`src/rtl/ffcd_pkg.sv`:
```
// Shared constants, types and index function for the flagged frame channel demux.
`default_nettype none

package ffcd_pkg;

  localparam int unsigned FrameLen   = 12;
  localparam int unsigned PairCount  = FrameLen / 2;
  localparam int unsigned WordW      = 16;
  localparam int unsigned SampleW    = WordW - 1;
  localparam int unsigned PosW       = 4;
  localparam int unsigned PairCntW   = 3;
  localparam int unsigned NoRotAlign = 10;
  localparam int unsigned LeadSlots  = 4;

  localparam logic [PosW-1:0]     LastPos  = PosW'(FrameLen - 1);
  localparam logic [PairCntW-1:0] LastPair = PairCntW'(PairCount - 1);

  typedef enum logic [1:0] {
    CH_A = 2'd0,
    CH_B = 2'd1,
    CH_C = 2'd2
  } chan_e;

  // Word index within the frame that feeds emission slot `slot` for alignment n.
  // Slots 0..3 are words n..n+3; slots 4..11 are the rotated channel C words.
  function automatic logic [PosW-1:0] src_index(input logic [PosW-1:0] n,
                                                input logic [PosW-1:0] slot);
    logic [2:0]  rot;
    logic [2:0]  k;
    logic [PosW:0] idx;
    rot = (n == PosW'(NoRotAlign)) ? 3'd0 : 3'(3'd0 - n[2:0]);
    k   = 3'(slot - PosW'(LeadSlots));
    if (slot < PosW'(LeadSlots)) begin
      idx = {1'b0, n} + {1'b0, slot};
    end else begin
      idx = {1'b0, n} + (PosW+1)'(LeadSlots) + {2'b00, 3'(k + rot)};
    end
    if (idx >= (PosW+1)'(FrameLen)) begin
      idx = idx - (PosW+1)'(FrameLen);
    end
    return idx[PosW-1:0];
  endfunction

endpackage

`default_nettype wire

```
`src/rtl/flagged_frame_channel_demux.sv`:
```
// Top level: flagged ADC frame demultiplexer into three I/Q channels.
`default_nettype none

// Takes one 16-bit ADC word per cycle, twelve words to a frame. Alignment n is
// the index of the last word whose bit 15 is set (0 if none), tracked as the
// words arrive. On the twelfth word the frame is reordered into emission order
// and loaded into a 12-entry output shift register; six results follow, one per
// cycle while out_stall_i is low, starting the cycle after the twelfth word:
// channel A from words n and n+1, B from n+2 and n+3, then four C pairs. Words
// become Q1.15 by dropping the flag (word << 1). Input words are taken every
// cycle; only the twelfth word of a frame stalls, and only while the previous
// frame still has results waiting in the output shift register.
module flagged_frame_channel_demux
  import ffcd_pkg::*;
(
  input  wire logic                    clk_i,
  input  wire logic                    rst_ni,
  input  wire logic                    in_valid_i,
  output logic                         in_stall_o,
  input  wire logic [WordW-1:0]        raw_word_i,
  output logic                         out_valid_o,
  input  wire logic                    out_stall_i,
  output logic [1:0]                   channel_o,
  output logic signed [WordW-1:0]      in_phase_o,
  output logic signed [WordW-1:0]      quadrature_o,
  output logic [PosW-1:0]              alignment_o,
  output logic                         alignment_changed_o,
  output logic                         frame_last_o
);

  logic [SampleW-1:0]  frame_q [FrameLen-1];
  logic [SampleW-1:0]  slot_q  [FrameLen];
  logic [SampleW-1:0]  slot_d  [FrameLen];
  logic [PosW-1:0]     pos_q, pos_d;
  logic [PosW-1:0]     run_n_q, run_n_d;
  logic [PosW-1:0]     prev_n_q;
  logic [PosW-1:0]     align_q;
  logic                changed_q;
  logic                busy_q, busy_d;
  logic [PairCntW-1:0] pair_q, pair_d;
  logic [PosW-1:0]     n_d;
  logic                in_acc, out_acc, frame_done;
  chan_e               chan;

  assign in_stall_o = (pos_q >= LastPos) && busy_q;
  assign in_acc     = in_valid_i && !in_stall_o;
  assign out_acc    = busy_q && !out_stall_i;
  assign frame_done = in_acc && (pos_q >= LastPos);

  // alignment of the frame completing with this word
  assign n_d = raw_word_i[WordW-1] ? LastPos : run_n_q;

  always_comb begin
    pos_d   = pos_q;
    run_n_d = run_n_q;
    if (in_acc) begin
      if (frame_done) begin
        pos_d   = '0;
        run_n_d = '0;
      end else begin
        pos_d = pos_q + PosW'(1);
        if (raw_word_i[WordW-1]) begin
          run_n_d = pos_q;
        end
      end
    end
  end

  always_comb begin
    logic [PosW-1:0] src;
    for (int j = 0; j < FrameLen; j++) begin
      src = src_index(n_d, PosW'(j));
      if (src >= LastPos) begin
        slot_d[j] = raw_word_i[SampleW-1:0];
      end else begin
        slot_d[j] = frame_q[src];
      end
    end
  end

  always_comb begin
    busy_d = busy_q;
    pair_d = pair_q;
    if (frame_done) begin
      busy_d = 1'b1;
      pair_d = '0;
    end else if (out_acc) begin
      pair_d = pair_q + PairCntW'(1);
      if (pair_q == LastPair) begin
        busy_d = 1'b0;
      end
    end
  end

  always_ff @(posedge clk_i or negedge rst_ni) begin
    if (!rst_ni) begin
      pos_q     <= '0;
      run_n_q   <= '0;
      prev_n_q  <= '0;
      busy_q    <= 1'b0;
      pair_q    <= '0;
      changed_q <= 1'b0;
      align_q   <= '0;
    end else begin
      pos_q   <= pos_d;
      run_n_q <= run_n_d;
      busy_q  <= busy_d;
      pair_q  <= pair_d;
      if (frame_done) begin
        prev_n_q  <= n_d;
        align_q   <= n_d;
        changed_q <= (n_d != prev_n_q);
      end
    end
  end

  always_ff @(posedge clk_i) begin
    if (in_acc && !frame_done) begin
      frame_q[pos_q] <= raw_word_i[SampleW-1:0];
    end
    if (frame_done) begin
      slot_q <= slot_d;
    end else if (out_acc) begin
      for (int j = 0; j < FrameLen - 2; j++) begin
        slot_q[j] <= slot_q[j+2];
      end
    end
  end

  always_comb begin
    case (pair_q)
      3'd0:    chan = CH_A;
      3'd1:    chan = CH_B;
      default: chan = CH_C;
    endcase
  end

  assign out_valid_o         = busy_q;
  assign channel_o           = chan;
  assign in_phase_o          = {slot_q[0], 1'b0};
  assign quadrature_o        = {slot_q[1], 1'b0};
  assign alignment_o         = align_q;
  assign alignment_changed_o = changed_q;
  assign frame_last_o        = (pair_q == LastPair);

  a_pos_range: assert property (@(posedge clk_i) disable iff (!rst_ni)
    pos_q <= LastPos)
    else $error("word position out of range");

  a_pair_range: assert property (@(posedge clk_i) disable iff (!rst_ni)
    busy_q |-> pair_q <= LastPair)
    else $error("pair counter out of range");

  a_load: assert property (@(posedge clk_i) disable iff (!rst_ni)
    frame_done |=> busy_q && pair_q == '0 && pos_q == '0)
    else $error("frame completion did not start emission");

  a_drain: assert property (@(posedge clk_i) disable iff (!rst_ni)
    (out_acc && pair_q == LastPair) |=> !busy_q)
    else $error("emission continued past last pair");

  a_align_range: assert property (@(posedge clk_i) disable iff (!rst_ni)
    busy_q |-> align_q <= LastPos)
    else $error("alignment out of range");

endmodule

`default_nettype wire

```
`config.mk`:
```
export PLATFORM = sky130hd
export DESIGN_NAME = flagged_frame_channel_demux
export DESIGN_NICKNAME = d
export VERILOG_FILES = /design/src/rtl/ffcd_pkg.sv /design/src/rtl/flagged_frame_channel_demux.sv
export SDC_FILE = /design/constraint.sdc
export NUM_CORES = 1
export LEC_CHECK = 0
export BUFFER_PORTS_ARGS = -buffer_cell sky130_fd_sc_hd__buf_4
export CAP_MARGIN = 10
export CORE_MARGIN = 5
export CORE_UTILIZATION = 35
export DETAILED_ROUTE_END_ITERATION = 12
export RECOVER_POWER = 50
export SYNTH_ARGS = -nofsm -noshare
export SYNTH_HDL_FRONTEND = slang
export SYNTH_SLANG_ARGS = --single-unit
```
`constraint.sdc`:
```
create_clock -name clk_i -period 14 [get_ports clk_i]
set_input_delay 1.4 -clock clk_i [delete_from_list [all_inputs] [get_ports clk_i]]
set_output_delay 1.4 -clock clk_i [all_outputs]
set_load 0.005 [all_outputs]
```
## Yosys cells after proc, flatten, opt, wreduce, memory -nomap -nowiden

Memory sizes are Yosys's and may differ from the RTL's.
Cells that the tools add are included.

- Memories: 1
- Output and inout bits: 42
- Memory bits (writable): 165
- Input port bits: 20
- Word-level logic and storage cells: 135
- Flip-flop bits (word level): 197

Memory list:

| name | words | bits a word | read ports | clocked after memory_dff | wr ports | RTL line | text |
|---|---|---|---|---|---|---|---|
| frame_q | 11 | 15 | 12 | 0 | 1 | flagged_frame_channel_demux.sv:31 | `logic [SampleW-1:0] frame_q [FrameLen-1];` |

- Multiplexer cells: 39
- Equality and inequality tests: 4
- Add/subtract/negate cells: 34
- Magnitude comparators: 25
- Reduce and logical (&&, ||, !) cells: 14

Operators by type and width:

| kind | count |
|---|---|
| 150-bit two-way mux | 2 |
| 15-bit two-way mux | 12 |
| 4-bit two-way mux | 16 |
| 4-bit greater-or-equal comparator (second input constant) | 14 |
| 5-bit by 4-bit greater-or-equal comparator with 1-bit output (second input constant) | 11 |
| 4-bit subtractor (second input constant) | 12 |
| 5-bit by 3-bit adder with 5-bit output | 8 |
| 3-bit adder (first input constant) | 4 |
| 4-bit by 2-bit adder with 5-bit output (second input constant) | 2 |
| 3-bit two-way mux | 3 |
| 2-bit by 3-bit adder with 3-bit output (first input constant) | 2 |
| 2-bit nonzero test | 3 |
| 4-bit by 1-bit adder with 5-bit output (second input constant) | 1 |
| 4-bit by 3-bit adder with 5-bit output (second input constant) | 1 |
| 1-bit logical AND | 5 |
| 1-bit two-way mux | 5 |
| 4-bit by 1-bit adder with 4-bit output (second input constant) | 1 |
| 4-bit == test (second input constant) | 1 |
| 4-bit != test | 1 |
| 2-bit case mux with 2 select lines | 1 |
| 2-bit AND reduction | 2 |
| 1-bit by 3-bit adder with 3-bit output (first input constant) | 1 |
| 3-bit by 1-bit adder with 3-bit output (second input constant) | 1 |
| 3-bit by 1-bit == test with 1-bit output (second input constant) | 1 |
| 4 further kinds | 6 |

## Depth between registers and ports, before layout

- Depth after elaboration: 10
- Gate-level depth with buffers: 24
- Depth with buffers taken out: 17

## Least setup slack after synthesis

No wires, ideal clock.

- Kind: input-to-reg
- From: input port raw_word_i[15]
- To: register slot_q[105] in the netlist's numbering, data pin
- Cell stages on the path: 22
- Data required time: 13.739 ns
- Path buffers: 6
- Path slack: 7.403 ns
- Data arrival time: 6.336 ns
- Setup time: 0.261 ns
- Cell sequence: buf_2 nor2_1 inv_2 clkbuf_1 ha_1 nand4bb_1 buf_2 buf_1 buf_1 nand2_1 ha_1 a2bb2oi_1 nor2_1 xnor2_1 ha_1 a2111oi_0 o21ai_0 o2111ai_1 buf_2 mux2i_1 mux2i_1 a221o_1

- Word-level cells in the longest chain between the ends: 9
- Elaborated cells on any way between the ends: 13
- Classes of those cells: add/sub (4); order compare (2); eq/ne (1); mux (5); memory (1)

Ends and longest elaborated chain:

| what | RTL line | text |
|---|---|---|
| from (decl) | flagged_frame_channel_demux.sv:20 | `input wire logic [WordW-1:0] raw_word_i,` |
| 4-bit two-way mux (*) | flagged_frame_channel_demux.sv:51 | `assign n_d = raw_word_i[WordW-1] ? LastPos : run_n_q;` |
| net n_d[3] | flagged_frame_channel_demux.sv:41 | `logic [PosW-1:0] n_d;` |
| branches (longest 2 deep; another with 4-bit by 3-bit adder with 5-bit output) | -- |  |
| 5-bit by 3-bit adder with 5-bit output (*) | ffcd_pkg.sv:36 | `idx = {1'b0, n} + (PosW+1)'(LeadSlots) + {2'b00, 3'(k + rot)};` |
| 4-bit subtractor / 5-bit by 4-bit greater-or-equal comparator with 1-bit output (equally long branches) | ffcd_pkg.sv:39, ffcd_pkg.sv:38 |  |
| 4-bit two-way mux (*) | ffcd_pkg.sv:38 | `if (idx >= (PosW+1)'(FrameLen)) begin` |
| memory 11 x 15 bit / 4-bit greater-or-equal comparator (equally long branches) | -- |  |
| 15-bit two-way mux (*) | flagged_frame_channel_demux.sv:73 | `if (src >= LastPos) begin` |
| 150-bit two-way mux (*) | flagged_frame_channel_demux.sv:121 | `if (frame_done) begin` |
| to (signal assigned) | flagged_frame_channel_demux.sv:122 | `slot_q <= slot_d;` |
| to (signal, indexed assignment) | flagged_frame_channel_demux.sv:125 | `slot_q[j] <= slot_q[j+2];` |
| to (decl) | flagged_frame_channel_demux.sv:32 | `logic [SampleW-1:0] slot_q [FrameLen];` |

Mark *: on every way through the listed nets, which the timed path passes.
A chain may end at the register's enable or synchronous reset.

## Final worst setup path

- From: input port in_valid_i
- To: register slot_q[145] in the netlist's numbering, enable pin

- Word-level cells in the longest chain between the ends: 3

Ends and longest elaborated chain:

| what | RTL line | text |
|---|---|---|
| from (decl) | flagged_frame_channel_demux.sv:18 | `input wire logic in_valid_i,` |
| 1-bit logical AND | flagged_frame_channel_demux.sv:46 | `assign in_acc = in_valid_i && !in_stall_o;` |
| 1-bit logical AND | flagged_frame_channel_demux.sv:48 | `assign frame_done = in_acc && (pos_q >= LastPos);` |
| 2-bit nonzero test (no source line) | -- |  |

No other way between the ends.

==> results.py <==
metrics = {
    "run_status": {
        "run_status": "complete, but fails checks",
        "violations_in_the_final_reports": "capacitance limit, slew limit",
    },
    "worst_setup_path": {
        "worstPathArrival_ps": 7460,
        "r2r.worst_path.cells": 7,
        "start_kind": "input port",
        "crit-reg2reg-capture": "slot_q[145]$_DFFE_PP_",
        "critPathMaxFanout": 71,
        "end_kind": "register",
        "reg2reg_from": "pos_q[0]$_DFFE_PN0P_",
        "timing_worst_setup_path_type": "in -> reg",
        "required_ps": 14170,
        "ff2ff_setup_slack_ps": 6930,
        "worstSetupStartpoint": "in_valid_i",
    },
    "cts": {
        "postCtsSetupBuffers": 0,
        "number_of_buffers_added_by_the_clock_tree_synthesis_step": 43,
        "cts.clk_slew.worst_paths_ps": 60,
        "clockBufferDepth": 3,
        "cts.repair.resized": 0,
        "clock_tree.root_cell": "clkbuf_16",
        "clk-insertion-delay-late_ps": 570,
        "postCtsHoldBufs": 0,
        "tritoncts": "built",
        "number_of_sinks_handled_by_clock_tree_synthesis": 362,
        "cts_max_level": 2,
    },
    "power": {
        "power.clock.fraction_pct": 16.2,
        "peak_supply_drop_uv": 184,
        "leakagePower_uw": 0.0101,
        "seq_power_share_pct": 25.0,
        "power.internal_uw": 3860,
        "power.share.switching_pct": 45.4,
        "power.share.combinational_pct": 58.8,
        "power.density_nw_per_um2": 243,
        "switching_power_of_the_nets_uw": 3200,
    },
    "logic_synthesis": {
        "ys_seq_area_share_pct": 40.1,
        "postSynthRegisterBits": 362,
        "yosysMostFrequentCell": "nand2_1",
        "post_synth_instance_area_um2": 26900,
        "syn-mean-instance-area_um2": 10.1,
        "cell_count_after_synthesis": 2651,
        "async_set_reset_flop_share_out_of_synthesis_pct": 4.70,
        "dominantRegCellSynth": "edfxtp_1",
        "leading_area_contributor_after_synthesis": "edfxtp_1",
        "synth_top_cells_by_area": "edfxtp_1, mux4_2, mux2i_1",
        "synth_common_cells": "nand2_1, edfxtp_1, mux2i_1",
        "ys.warnings.count": 0,
        "synth_largest_type_area_fraction_pct": 38.5,
        "synth_cell_type_count": 84,
        "number_of_enable_flip_flop_cells_after_synthesis": 345,
    },
    "sta": {
        "summed_negative_setup_slack_over_all_endpoints_ps": 0,
        "tightestPinTransition_ps": 2060,
        "slew_viol_final": 151,
        "timing.fmax_mhz": 137,
        "setup_viol": 0,
        "final_period_minus_worst_setup_slack_ps": 7290,
        "layout_worst_path_cycle_share_pct": 52.1,
        "final.setup_skew_ps": 14.5,
        "grt_setup_unrepaired": "false",
        "max_slew_margin_pct": -37.8,
        "hold_viol_final": 0,
    },
    "die": {
        "die_w_um": 287,
        "std_cell_rows": 101,
        "initial_core_util_pct": 35.3,
        "fp.dieArea_um2": 82500,
        "boundaryPins": 62,
        "chipHeight_um": 287,
        "core_um2": 76100,
    },
    "routing": {
        "route.antenna.remaining_nets": 0,
        "wl_per_cell_um": 28.3,
        "drt_first_iter_violations": 3561,
        "via_per_inst": 6.49,
        "drtPass1Iterations": 7,
        "routed_wirelength_um": 101000,
        "drt_drc_violations_left": 0,
        "dr_total_vias": 23200,
    },
    "hold_path": {
        "hold-path-endpoint": "alignment_changed_o$_DFFE_PN0P_",
        "hp-class": "reg -> reg",
        "timing.hold.worst_path_depth": 2,
        "worstHoldStart": "alignment_changed_o$_DFFE_PN0P_",
    },
    "cells_and_area": {
        "design.final.nets": 2556,
        "final_area_um2": 29100,
        "syn_to_final_growth_pct": 8.07,
        "post_route_cells_drive_above_1_share_pct": 13.1,
    },
    "global_routing": {
        "antenna_violations_before_repair": 4,
        "grt_pass1_vias": 22000,
        "grt_remaining_overflow": 0,
        "wire_length_of_the_first_global_routing_pass_um": 148000,
        "grt_util_all_layers_pct": 23.5,
        "grt_start_max_net_pins": 97,
    },
    "job": {
        "maxCapViolCount": 5,
    },
    "placed_design": {
        "placement.io_buffers": 59,
        "postPlaceCellArea_um2": 27800,
        "finalWeightedCongestion": 1.01,
        "dp_hpwl_um": 70200,
    },
}
## state kept, by name (all words and copies together) (netlist names)
name / cells
out_valid_o: 1
alignment_changed_o: 1
pos_q: 4
run_n_q: 4
alignment_o: 4
pair_q: 3
in_phase_o: 15
quadrature_o: 15
slot_q: 150
frame_q: 165
## power groups by stage
stage	clock network, uW	registers, uW	logic [uW]
finish	1140	1770	4150
global route	1200	1780	4430
CTS	1170	1760	4110
detailed placement	0	1780	4100
global placement	0	1760	4000
floorplan	0	1670	3120
## layer usage
metal  part of all wire, %  GRT usage (%)
met4                   3.8           8.25
met3                    11           5.38
met5                 0.013              0
met2                    44           35.5
met1                    42           33.2
## metrics by stage
stage	util (%)	cells	hold slack, ps	power, uW	setup slack (ps)
final	38.2	3572	505	7060	6710
after global placement	36.5	3492	468	5760	6750
after detailed placement	36.5	3492	497	5870	6550
after global routing	38.2	3572	528	7410	6460
after CTS	38.4	3570	511	7030	7160
after floorplan	-	2653	473	4780	7400
## cells in the final DEF, fill, tap and decap left out, types with 18 or more instances in the layout
| cell | instances |
|---|---|
| o211ai_1 | 55 |
| ha_1 | 26 |
| nor2b_1 | 35 |
| a211oi_1 | 34 |
| and3_1 | 34 |
| edfxtp_1 | 345 |
| o21ai_0 | 108 |
| clkbuf_1 | 45 |
| a2111oi_0 | 18 |
| o22ai_1 | 21 |
| nand2_1 | 376 |
| mux2_2 | 34 |
| inv_1 | 39 |
| buf_4 | 55 |
| a221o_1 | 46 |
| a221oi_1 | 38 |
| mux2i_1 | 236 |
| and2_1 | 23 |
| nand3_1 | 64 |
| nor2_1 | 121 |
| clkbuf_16 | 46 |
| clkbuf_4 | 23 |
| o221ai_1 | 31 |
| mux4_2 | 108 |
| a21oi_1 | 161 |
| a22oi_1 | 44 |
| nor3_1 | 40 |
| a22o_1 | 26 |
| xnor2_1 | 21 |
## critical path, stage by stage
cell	delay, ps
clkbuf_1	240
nand2_1	130
or3_1	1220
clkinvlp_2	2280
or2_4	1040
buf_4	460
buf_4	540
## worst max path at each step
stage,end,slack [ps],depth (start not counted)
after detailed placement,slot_q[22]$_DFFE_PP_,6550,14
after CTS,slot_q[22]$_DFFE_PP_,7160,14
after global routing,in_phase_o[11]$_DFFE_PP_,6460,7
after global placement,slot_q[27]$_DFFE_PP_,6750,14
after floorplan,slot_q[105]$_DFFE_PP_,7400,22
final,slot_q[145]$_DFFE_PP_,6710,7
## kinds of logic (layout without fill, tap and decap cells)
group,Yosys count,in the layout,share of synthesized area (%)
mux,380,380,19.4
fa+ha+maj,29,29,1.41
compound gates,735,735,19.5
xor+xnor,26,26,0.847
other cells,2,6,0.0279
buf+inv,353,240,6.01
simple gates,764,764,12.7
flops,362,362,40.1
## cell type report
class | instances | area (um^2)
fill | 7463 | 47000
multi-input combinational | 1938 | 14700
sequential | 362 | 10800
tap | 1030 | 1290
clock buffer | 57 | 1200
timing repair buffer | 113 | 717
clock inverter | 21 | 210
inverter | 49 | 185
antenna | 2 | 5.00
No activity file was read; power rests on OpenSTA's default activity.
